File: config.mk
export PLATFORM = sky130hd
export DESIGN_NAME = nvlc_parse
export DESIGN_NICKNAME = d
export VERILOG_FILES = /design/src/nvlc_pkg.sv /design/src/nvlc_parse.sv
export SDC_FILE = /design/constraint.sdc
export NUM_CORES = 1
export LEC_CHECK = 0
export BUFFER_PORTS_ARGS = -buffer_cell sky130_fd_sc_hd__buf_2
export CAP_MARGIN = 30
export CORE_MARGIN = 3
export CORE_UTILIZATION = 55
export CTS_BUF_LIST = sky130_fd_sc_hd__clkbuf_4 sky130_fd_sc_hd__clkbuf_8
export DETAILED_ROUTE_END_ITERATION = 8
export GPL_TIMING_DRIVEN = 0
export PLACE_DENSITY = 0.93
export SLEW_MARGIN = 20
export SYNTH_ARGS = -nofsm -noshare
export SYNTH_HDL_FRONTEND = slang
export SYNTH_SLANG_ARGS = --single-unit
File: constraint.sdc
create_clock -name clk -period 3 [get_ports clk]
set_input_delay 0.3 -clock clk [delete_from_list [all_inputs] [get_ports clk]]
set_output_delay 0.3 -clock clk [all_outputs]
set_load 0.005 [all_outputs]
File: src/nvlc_pkg.sv
// Shared types, byte codes and helpers for the name/value line checker.
`timescale 1ns / 1ps
`default_nettype none

package nvlc_pkg;

    // Byte codes the parser looks for
    localparam logic [7:0] CH_NUL   = 8'd0;
    localparam logic [7:0] CH_TAB   = 8'd9;
    localparam logic [7:0] CH_LF    = 8'd10;
    localparam logic [7:0] CH_SPACE = 8'd32;
    localparam logic [7:0] CH_QUOTE = 8'd34;
    localparam logic [7:0] CH_POUND = 8'd35;
    localparam logic [7:0] CH_EQ    = 8'd61;

    // Role tags given for each byte
    localparam logic [1:0] ROLE_STRUCT = 2'd0;
    localparam logic [1:0] ROLE_NAME   = 2'd1;
    localparam logic [1:0] ROLE_VALUE  = 2'd2;

    // Position within the current line
    typedef enum logic [3:0] {
        PH_LEAD      = 4'd0,
        PH_NAME      = 4'd1,
        PH_NAME_WS   = 4'd2,
        PH_EQ_WS     = 4'd3,
        PH_BARE      = 4'd4,
        PH_QUOTED    = 4'd5,
        PH_TAIL_WS   = 4'd6,
        PH_GOOD_REST = 4'd7,
        PH_BAD_REST  = 4'd8
    } nvlc_phase_t;

    // One result item
    typedef struct packed {
        logic [1:0] byte_role;
        logic       line_done;
        logic       line_ok;
    } nvlc_result_t;

    // Space or tab
    function automatic logic is_ws(input logic [7:0] c);
        return (c == CH_SPACE) || (c == CH_TAB);
    endfunction

    // Verdict if the line's content ended in this phase
    function automatic logic phase_ok(input nvlc_phase_t p);
        return (p == PH_EQ_WS) || (p == PH_BARE) || (p == PH_TAIL_WS) ||
               (p == PH_GOOD_REST);
    endfunction

endpackage

`default_nettype wire

File: src/nvlc_parse.sv
// Line phase register and per-byte parse logic.
`timescale 1ns / 1ps
`default_nettype none

module nvlc_parse
    import nvlc_pkg::*;
(
    input  wire logic         clk,
    input  wire logic         rst_n,
    input  wire logic         step,
    input  wire logic [7:0]   text_byte,
    input  wire logic         buffer_end,
    output nvlc_result_t      result
);

    nvlc_phase_t phase_reg;
    nvlc_phase_t phase_next;
    nvlc_phase_t content_phase;
    logic [1:0]  role;
    logic        done;
    logic        ok;

    // Work out the role, the verdict and the next phase for this byte
    always_comb
    begin
        content_phase = phase_reg;
        role          = ROLE_STRUCT;
        done          = 1'b0;
        ok            = 1'b0;
        if (text_byte == CH_LF)
        begin
            done = 1'b1;
            ok   = phase_ok(phase_reg);
        end
        else
        begin
            if (text_byte == CH_NUL && phase_reg != PH_GOOD_REST &&
                phase_reg != PH_BAD_REST)
            begin
                // NUL ends the content: judge the line here
                content_phase = phase_ok(phase_reg) ? PH_GOOD_REST : PH_BAD_REST;
            end
            else
            begin
                unique case (phase_reg)
                    PH_LEAD:
                    begin
                        priority if (is_ws(text_byte))
                            content_phase = PH_LEAD;
                        else if (text_byte == CH_EQ || text_byte == CH_POUND)
                            content_phase = PH_BAD_REST;
                        else
                        begin
                            content_phase = PH_NAME;
                            role          = ROLE_NAME;
                        end
                    end
                    PH_NAME:
                    begin
                        priority if (is_ws(text_byte))
                            content_phase = PH_NAME_WS;
                        else if (text_byte == CH_EQ)
                            content_phase = PH_EQ_WS;
                        else if (text_byte == CH_POUND)
                            content_phase = PH_BAD_REST;
                        else
                            role = ROLE_NAME;
                    end
                    PH_NAME_WS:
                    begin
                        priority if (is_ws(text_byte))
                            content_phase = PH_NAME_WS;
                        else if (text_byte == CH_EQ)
                            content_phase = PH_EQ_WS;
                        else
                            content_phase = PH_BAD_REST;
                    end
                    PH_EQ_WS:
                    begin
                        priority if (is_ws(text_byte))
                            content_phase = PH_EQ_WS;
                        else if (text_byte == CH_QUOTE)
                            content_phase = PH_QUOTED;
                        else if (text_byte == CH_POUND)
                            content_phase = PH_GOOD_REST;
                        else
                        begin
                            content_phase = PH_BARE;
                            role          = ROLE_VALUE;
                        end
                    end
                    PH_BARE:
                    begin
                        priority if (is_ws(text_byte))
                            content_phase = PH_TAIL_WS;
                        else if (text_byte == CH_POUND)
                            content_phase = PH_GOOD_REST;
                        else
                            role = ROLE_VALUE;
                    end
                    PH_QUOTED:
                    begin
                        if (text_byte == CH_QUOTE)
                            content_phase = PH_TAIL_WS;
                        else
                            role = ROLE_VALUE;
                    end
                    PH_TAIL_WS:
                    begin
                        priority if (is_ws(text_byte))
                            content_phase = PH_TAIL_WS;
                        else if (text_byte == CH_POUND)
                            content_phase = PH_GOOD_REST;
                        else
                            content_phase = PH_BAD_REST;
                    end
                    PH_GOOD_REST:
                        content_phase = PH_GOOD_REST;
                    default:
                        content_phase = PH_BAD_REST;
                endcase
            end
            // Buffer end closes the line after its byte
            if (buffer_end)
            begin
                done = 1'b1;
                ok   = phase_ok(content_phase);
            end
        end
        phase_next = done ? PH_LEAD : content_phase;
    end

    assign result.byte_role = role;
    assign result.line_done = done;
    assign result.line_ok   = done & ok;

    // Advance the phase once per item taken
    always_ff @(posedge clk or negedge rst_n)
    begin
        if (!rst_n)
            phase_reg <= PH_LEAD;
        else if (step)
            phase_reg <= phase_next;
    end

endmodule

`default_nettype wire
Yosys cells after proc, flatten, opt, wreduce, memory -nomap -nowiden
Index checks and enable logic that the tools add are counted.

word-level totals
  ROM bits = 0
  output and inout port bits = 4
  latch bits = 0
  logic and storage cells = 73
  memory bits (writable) = 0
  register bits = 4
  memories kept = 0
  input port bits = 12

cells by class
  shift-type cells = 0
  multipliers = 0
  equal/unequal tests = 20
  muxes and demuxes = 38
  bitwise operators = 1
  $lt $le $gt $ge = 0
  add/subtract/negate cells = 0
  reduce and logical (&&, ||, !) cells = 13
  divide/modulo/power cells = 0

operators with widths
  operator            count
  $mux 4              17
  $eq 8x6->1 const B  4
  $pmux 4 s8          1
  $eq 4x3->1 const B  7
  $mux 2              9
  $eq 8x4->1 const B  2
  $eq 4x2->1 const B  3
  $pmux 2 s5          1
  $mux 1              9
  $logic_not 8->1     1
  $logic_or 1x1->1    8
  $eq 4x1->1 const B  1
  $logic_not 4->1     1
  $ne 4x3->1 const B  1
  $ne 4x4->1 const B  1
  $mux 3              1
  $logic_and 1x1->1   2
  $ne 2x2->1 const B  1
  $reduce_and 2->1    1
  $and 1x1->1         1

Logic depth before layout (Yosys ltp)
Gate-level depths: netlist of the first run.

  depth in word-level cells = 14
  mapped depth = 7
  depth with buffers taken out = 6

Worst setup path before layout of the first run
Ideal clock, no wire load.

  path type = input port to output port
  from = input port text_byte[7]
  to = output port result[0] in the netlist's numbering
  stages = 7
  arrival time = 2.145 ns
  slack = 0.555 ns
  data required time = 2.700 ns
  path buffers = 1
  cell sequence = or4_4 -> buf_6 -> or3_4 -> o221a_4 -> nor4_4 -> mux2i_1 -> o22ai_1

RTL lines
  item         RTL line          RTL
  from (decl)  nvlc_parse.sv:11  input wire logic [7:0] text_byte,
  to (decl)    nvlc_parse.sv:13  output nvlc_result_t result

==> results.cfg, run 1 <==
[clocking]
clockRootBuffer = sky130_fd_sc_hd__clkbuf_4
cts.path.max_buffers = 2
cts_setup_buffers = 0
cts-buffers-inserted = 3
clk_latency_ps = 250
clkSlewWorstSetupHoldPaths_ps = 40
cts_tree = yes
clock_sinks = 4
cts_max_level = 1

[pwr]
vdd_ir_drop_max_v = 0.0001790
pwr_dens_nw_per_um2 = 235.4
p_int_mw = 0.1301
totalPowerFinal_mw = 0.1985
seq_power_share = 0.316
net-switching-power_mw = 0.06848
power.clock.fraction = 0.384
total_leakage_power_nw = 0.3250
power_share_of_the_combinational_group = 0.301
switching_share = 0.3449

[finish]
design.final.nets = 125
synthToLayoutAreaGrowth_pct = 16.41
antenna_cells = 0
instances_no_fill = 125
largest_register_ffs = 4
final.fill_count = 97
layout.area.seq_sq_um = 101.3
postLayoutCoreUtil = 0.7201
finish.instance_area_sq_um = 843.3
drive_gt1_frac = 0.2523
multi_input_comb_area_sq_um = 571.8

[yosys]
total_standard_cell_area_after_synthesis_sq_um = 724.4
ys_seq_area_frac = 0.1382
yosysWarningCount = 0
synth.most_common_cell = sky130_fd_sc_hd__nor2_1
synth_enable_flop_cells = 0
synth.avg_cell_area_sq_um = 7.707
syn_nets = 106
synthesis.instances = 94
synth-seq-cells = 4
yosys.area.top_type_share = 0.1382
yosys_most_used_dff = sky130_fd_sc_hd__dfrtp_1
netlist-cell-type-count = 45
synth_async_sr_flop_share = 1.000
synth_common_cells = 9 x sky130_fd_sc_hd__nor2_1, 5 x sky130_fd_sc_hd__clkbuf_1, 5 x sky130_fd_sc_hd__nand2b_1
synth_top_area_cell = sky130_fd_sc_hd__dfrtp_1
synth.top_cells.by_area = sky130_fd_sc_hd__dfrtp_1 14%, sky130_fd_sc_hd__nor2_1 4.7%, sky130_fd_sc_hd__nand2b_1 4.3%, sky130_fd_sc_hd__nand3b_1 4.1%, sky130_fd_sc_hd__nor4_1 3.5%

[floorplanning]
ioPinCount = 16
row_cnt = 12
core_area_sq_um = 1171
initial_core_util = 0.6186
die_h_um = 42.29
die-width_um = 42.29
dieArea_sq_um = 1788

[worst_setup_path]
required_time_of_the_worst_setup_path_ps = 2700
flop_to_flop_setup_slack_ps = 960
cpLargestDelayFamily = simple AND/OR/NAND/NOR gates
cell_chain_critical_path = or4b_1, o211ai_1, or2_1, nand2_1, a211o_1, nor4_1, buf_2
cpPeakStageDelay_ps = 570
timing.critical_path.depth = 7
arrival_ps = 2500
critical_path.n_buffers_inverters = 1
end_kind = output port
reg2reg_depth = 6
cp_max_fo = 10
timing.setup.critical_path_class = reg2out
cpMaxStageDelayCell = sky130_fd_sc_hd__or4b_1
worstSetupStartpointType = flop

[timing]
timing.hold.ws_ps = 310.3
setup_viol = 0
fmax_mhz = 356.8
layout_setup_ws_ps = 197.3
finalClockSkew_ps = 7.297
min_period_ps = 2803
sum_of_negative_setup_slack_ps = 0
slew_headroom = 0.4297
grt_setup_unrepaired = no
tightest_slew_ps = 833.9
hold_viol = 0
fin_crit_sh = 0.9342
drv_slew = 0

[drt]
drtAntennaViolNets = 0
routed_via_density = 7.008
vias = 876
postRouteWirelength_um = 2219
drt_drc_violations_left = 0
detail_route.iter0.violations = 54
wire_per_inst_um = 17.75
drt_first_pass_iters = 5

[min_path]
worstHoldPathType = in2reg
hold_path_depth = 2

[global_routing]
first_global_vias = 797
globalRoute.busiestLayer = met2
groute.layer.met2.usage = 0.4377
initial_antenna_violation_count = 0
met3_track_demand_over_resource = 0.03433
grt_use_met1 = 0.3307
global_route.overflow_total = 0
grt_start_max_net_pins = 11
grt_util_all_layers = 0.2632
grt_pass1_wl_um = 3636

[place]
io_buffer_count = 14
total_placed_instance_area_sq_um = 812.0
post_placement_cell_count = 122
pre_cts_slack_ps = 226.0
detailed_place_hpwl_um = 1612
gp_congestion = 0.8791

[status]
outcome = complete, no violations

[flow_run]
maxCapViolations = 0
## worst paths after layout
path / to / start
max: result[2] / phase_reg[0]
min: phase_reg[1] / step
max reg2reg: phase_reg[0] / phase_reg[1]
min reg2reg: phase_reg[0] / phase_reg[0]
max in group asynchronous: phase_reg[0] / rst_n
min in group asynchronous: phase_reg[2] / rst_n
## kinds of logic after synthesis
group	share of synthesized area
xor+xnor	0.01209
compound gates	0.2919
mux	0.02936
buf+inv	0.07254
flops	0.1382
simple gates	0.4560
## layout make-up
type                            count  share of cell area
Multi-Input combinational cell     79              0.6780
Sequential cell                     4              0.1202
Timing Repair Buffer               15             0.09496
Buffer                              6             0.04154
Clock buffer                        3             0.02671
Tap cell                           14             0.02077
Inverter                            4             0.01780
## power by group through the flow
stage	combinational (mW)	clock, mW	sequential [mW]
after global placement	0.0599	0	0.0582
after CTS	0.0646	0.0731	0.0576
after global routing	0.0657	0.0742	0.0636
after detailed placement	0.0632	0	0.0584
final	0.0597	0.0761	0.0627
after floorplan	0.0416	0	0.0579
## cell usage in the layout (no fill, tap or decap), types with 3 or more instances in the layout
cell                       instances
sky130_fd_sc_hd__inv_1             4
sky130_fd_sc_hd__o21ai_0           3
sky130_fd_sc_hd__nand2_1           3
sky130_fd_sc_hd__nand2b_1          5
sky130_fd_sc_hd__o22ai_1           4
sky130_fd_sc_hd__buf_2            14
sky130_fd_sc_hd__clkbuf_4          3
sky130_fd_sc_hd__dfrtp_1           3
sky130_fd_sc_hd__nor4_1            4
sky130_fd_sc_hd__nor2b_1           3
sky130_fd_sc_hd__nand3b_1          4
sky130_fd_sc_hd__clkbuf_1          3
sky130_fd_sc_hd__nor2_1            9
sky130_fd_sc_hd__nor3_1            4
## repair_timing
action / 4_1_cts / 5_1_grt
hold buffers: 1 / 0
endpoints found under the hold margin: 4 / 0
resized for setup: 0 / 3
setup endpoints to repair: 0 / 2
## metal layers
metal	vias up	part of all wire
li1	404	-
met2	52	0.49
met5	-	0
met4	0	0.034
met1	410	0.39
met3	10	0.083
Note: power is estimated with default switching activity, not from simulation.
==> inputs of run 2 (changes only) <==
--- a/config.mk
+++ b/config.mk
@@ -5,6 +5,7 @@
 export SDC_FILE = /design/constraint.sdc
 export NUM_CORES = 1
 export LEC_CHECK = 0
+export ABC_AREA = 1
 export BUFFER_PORTS_ARGS = -buffer_cell sky130_fd_sc_hd__buf_2
 export CAP_MARGIN = 30
 export CORE_MARGIN = 3
@@ -12,7 +13,7 @@
 export CTS_BUF_LIST = sky130_fd_sc_hd__clkbuf_4 sky130_fd_sc_hd__clkbuf_8
 export DETAILED_ROUTE_END_ITERATION = 8
 export GPL_TIMING_DRIVEN = 0
-export PLACE_DENSITY = 0.93
+export PLACE_DENSITY = 0.92
 export SLEW_MARGIN = 20
 export SYNTH_ARGS = -nofsm -noshare
 export SYNTH_HDL_FRONTEND = slang
==> run 2 against run 1 <==
First-iteration DRC count down 35%. Flip-flop and latch count unchanged. Worst setup slack improved by 670 ps. Total power increased by 5.4%. Maximum frequency grew 32%. Clock skew rose by 1.8 ps. Utilization rose by 1.2 points. Synthesized cell count grew 47%. Largest power group is now combinational cells.
==> results.cfg, run 2 <==
[clocking]
cts_repair_resize_count = 0
cts_max_level = 1
clkSlewWorstSetupHoldPaths_ps = 40
cts_tree = yes
clockRootBuffer = sky130_fd_sc_hd__clkbuf_4
cts.path.max_buffers = 2
clk_latency_ps = 240
clock_sinks = 4
cts-buffers-inserted = 3

[floorplanning]
die_h_um = 43.04
row_cnt = 12
core_area_sq_um = 1201
ioPinCount = 16
die-width_um = 43.04
initial_core_util = 0.6281
dieArea_sq_um = 1852

[timing]
timing.hold.ws_ps = 326.0
grt_setup_unrepaired = no
setup_viol = 0
finalClockSkew_ps = 9.060
hold_viol = 0
tightest_slew_ps = 572.2
drv_slew = 0
fmax_mhz = 469.8
fin_crit_sh = 0.7095
slew_headroom = 0.6156
sum_of_negative_setup_slack_ps = 0
min_period_ps = 2128
layout_setup_ws_ps = 871.5

[yosys]
synth_common_cells = 31 x sky130_fd_sc_hd__nand2_1, 19 x sky130_fd_sc_hd__nor2_1, 18 x sky130_fd_sc_hd__inv_1
synth.top_cells.by_area = sky130_fd_sc_hd__nand2_1 15%, sky130_fd_sc_hd__dfrtp_1 13%, sky130_fd_sc_hd__nand3_1 11%, sky130_fd_sc_hd__nor2_1 9.5%, sky130_fd_sc_hd__inv_1 9.0%
syn_nets = 150
netlist-cell-type-count = 23
synthesis.instances = 138
synth_top_area_cell = sky130_fd_sc_hd__nand2_1
yosys.area.top_type_share = 0.1542
yosysWarningCount = 0
yosys_most_used_dff = sky130_fd_sc_hd__dfrtp_1
synth-seq-cells = 4
synth.most_common_cell = sky130_fd_sc_hd__nand2_1
total_standard_cell_area_after_synthesis_sq_um = 754.5
ys_seq_area_frac = 0.1327
synth_enable_flop_cells = 0
synth_async_sr_flop_share = 1.000
synth.avg_cell_area_sq_um = 5.467

[worst_setup_path]
flop_to_flop_setup_slack_ps = 1400
cp_max_fo = 5
worstSetupStartpointType = flop
timing.setup.critical_path_class = reg2out
arrival_ps = 1830
required_time_of_the_worst_setup_path_ps = 2700
end_kind = output port

[finish]
layout.cells.most_common = sky130_fd_sc_hd__nand2_1
largest_register_ffs = 4
synthToLayoutAreaGrowth_pct = 16.58
drive_gt1_frac = 0.2803
layout.area.seq_sq_um = 100.1
final_cell_mix = 31 x sky130_fd_sc_hd__nand2_1, 19 x sky130_fd_sc_hd__nor2_1, 18 x sky130_fd_sc_hd__inv_1, 16 x sky130_fd_sc_hd__nand3_1, 15 x sky130_fd_sc_hd__buf_2
instances_no_fill = 171
finish.instance_area_sq_um = 879.6
design.final.nets = 171
multi_input_comb_area_sq_um = 553.0
antenna_cells = 0
final.fill_count = 111
postLayoutCoreUtil = 0.7323

[drt]
vias = 926
routed_via_density = 5.415
drt_first_pass_iters = 4
drt_drc_violations_left = 0
wire_per_inst_um = 11.30
drtAntennaViolNets = 0
postRouteWirelength_um = 1933
detail_route.iter0.violations = 35

[min_path]
worstHoldPathType = in2reg

[place]
gp_congestion = 0.9517
total_placed_instance_area_sq_um = 847.1
detailed_place_hpwl_um = 1586
post_placement_cell_count = 167
pre_cts_slack_ps = 1037
io_buffer_count = 15

[pwr]
vdd_ir_drop_max_v = 0.0002791
totalPowerFinal_mw = 0.2092
total_leakage_power_nw = 0.5270
pwr_dens_nw_per_um2 = 237.8

[status]
outcome = complete, no violations

[flow_run]
maxCapViolations = 0

[global_routing]
global_route.overflow_total = 0
grt_pass1_wl_um = 3463
grt_start_max_net_pins = 8
grt_util_all_layers = 0.2438
initial_antenna_violation_count = 0
first_global_vias = 799
-- run 2: cell count changes after synthesis, sizes merged, moves of 8 or more --
| cell | delta |
|---|---|
| inv | +21 |
| nand2 | +35 |
| nand3 | +16 |
| nor2 | +16 |
| nor3 | +8 |
-- run 2: routing by layer --
metal	wire length, um	global-route usage
met5	0	0
met4	9	0.04819
met3	187	0.08475
met2	856	0.3443
met1	879	0.3544
-- run 2: critical path, cell delays in order (launching register included) --
cell and delay (ps):
sky130_fd_sc_hd__dfrtp_1 430, sky130_fd_sc_hd__nor2_2 180, sky130_fd_sc_hd__nand3_1 190, sky130_fd_sc_hd__o21ai_0 190, sky130_fd_sc_hd__nor2_2 100, sky130_fd_sc_hd__a21oi_1 210
sky130_fd_sc_hd__nand4_1 110, sky130_fd_sc_hd__nand2_1 70, sky130_fd_sc_hd__buf_2 110
-- run 2: path summary, 6_finish.rpt --
path                                    from      endpoint  depth (start not counted)
min in group asynchronous              rst_n  phase_reg[2]                          2
worst min register to register  phase_reg[2]  phase_reg[2]                          2
max in group asynchronous              rst_n  phase_reg[0]                          2
worst max-delay path            phase_reg[2]     result[0]                          8
worst min-delay path                    step  phase_reg[1]                          2
worst max register to register  phase_reg[0]  phase_reg[1]                          8
-- run 2: cell families (layout without fill, tap and decap cells) --
logic type | after synthesis | after routing | synth area share
and+or+nand+nor | 96 | 96 | 0.6385
buffers and inverters | 26 | 45 | 0.1343
AOI/OAI and AO/OA | 12 | 12 | 0.09452
DFF | 4 | 4 | 0.1327
-- run 2: layout make-up --
cell class,instances,area share
buffer,1,0.008535
multi-input combinational,108,0.6287
timing repair buffer,16,0.09673
inverter,25,0.1067
tap,14,0.01991
sequential,4,0.1138
clock buffer,3,0.02560
-- run 2: repair_timing --
action,CTS,global route
setup buffers,0,0
endpoints found under the setup margin,0,0
hold buffers,1,0
endpoints found under the hold margin,4,0
-- run 2: power breakdown --
part	switching, mW	total (mW)	leakage, nW	internal [mW]
sequential	0.00542	0.0624	0.0546	0.0570
combinational	0.0499	0.0803	0.459	0.0304
clock	0.0218	0.0665	0.0138	0.0447
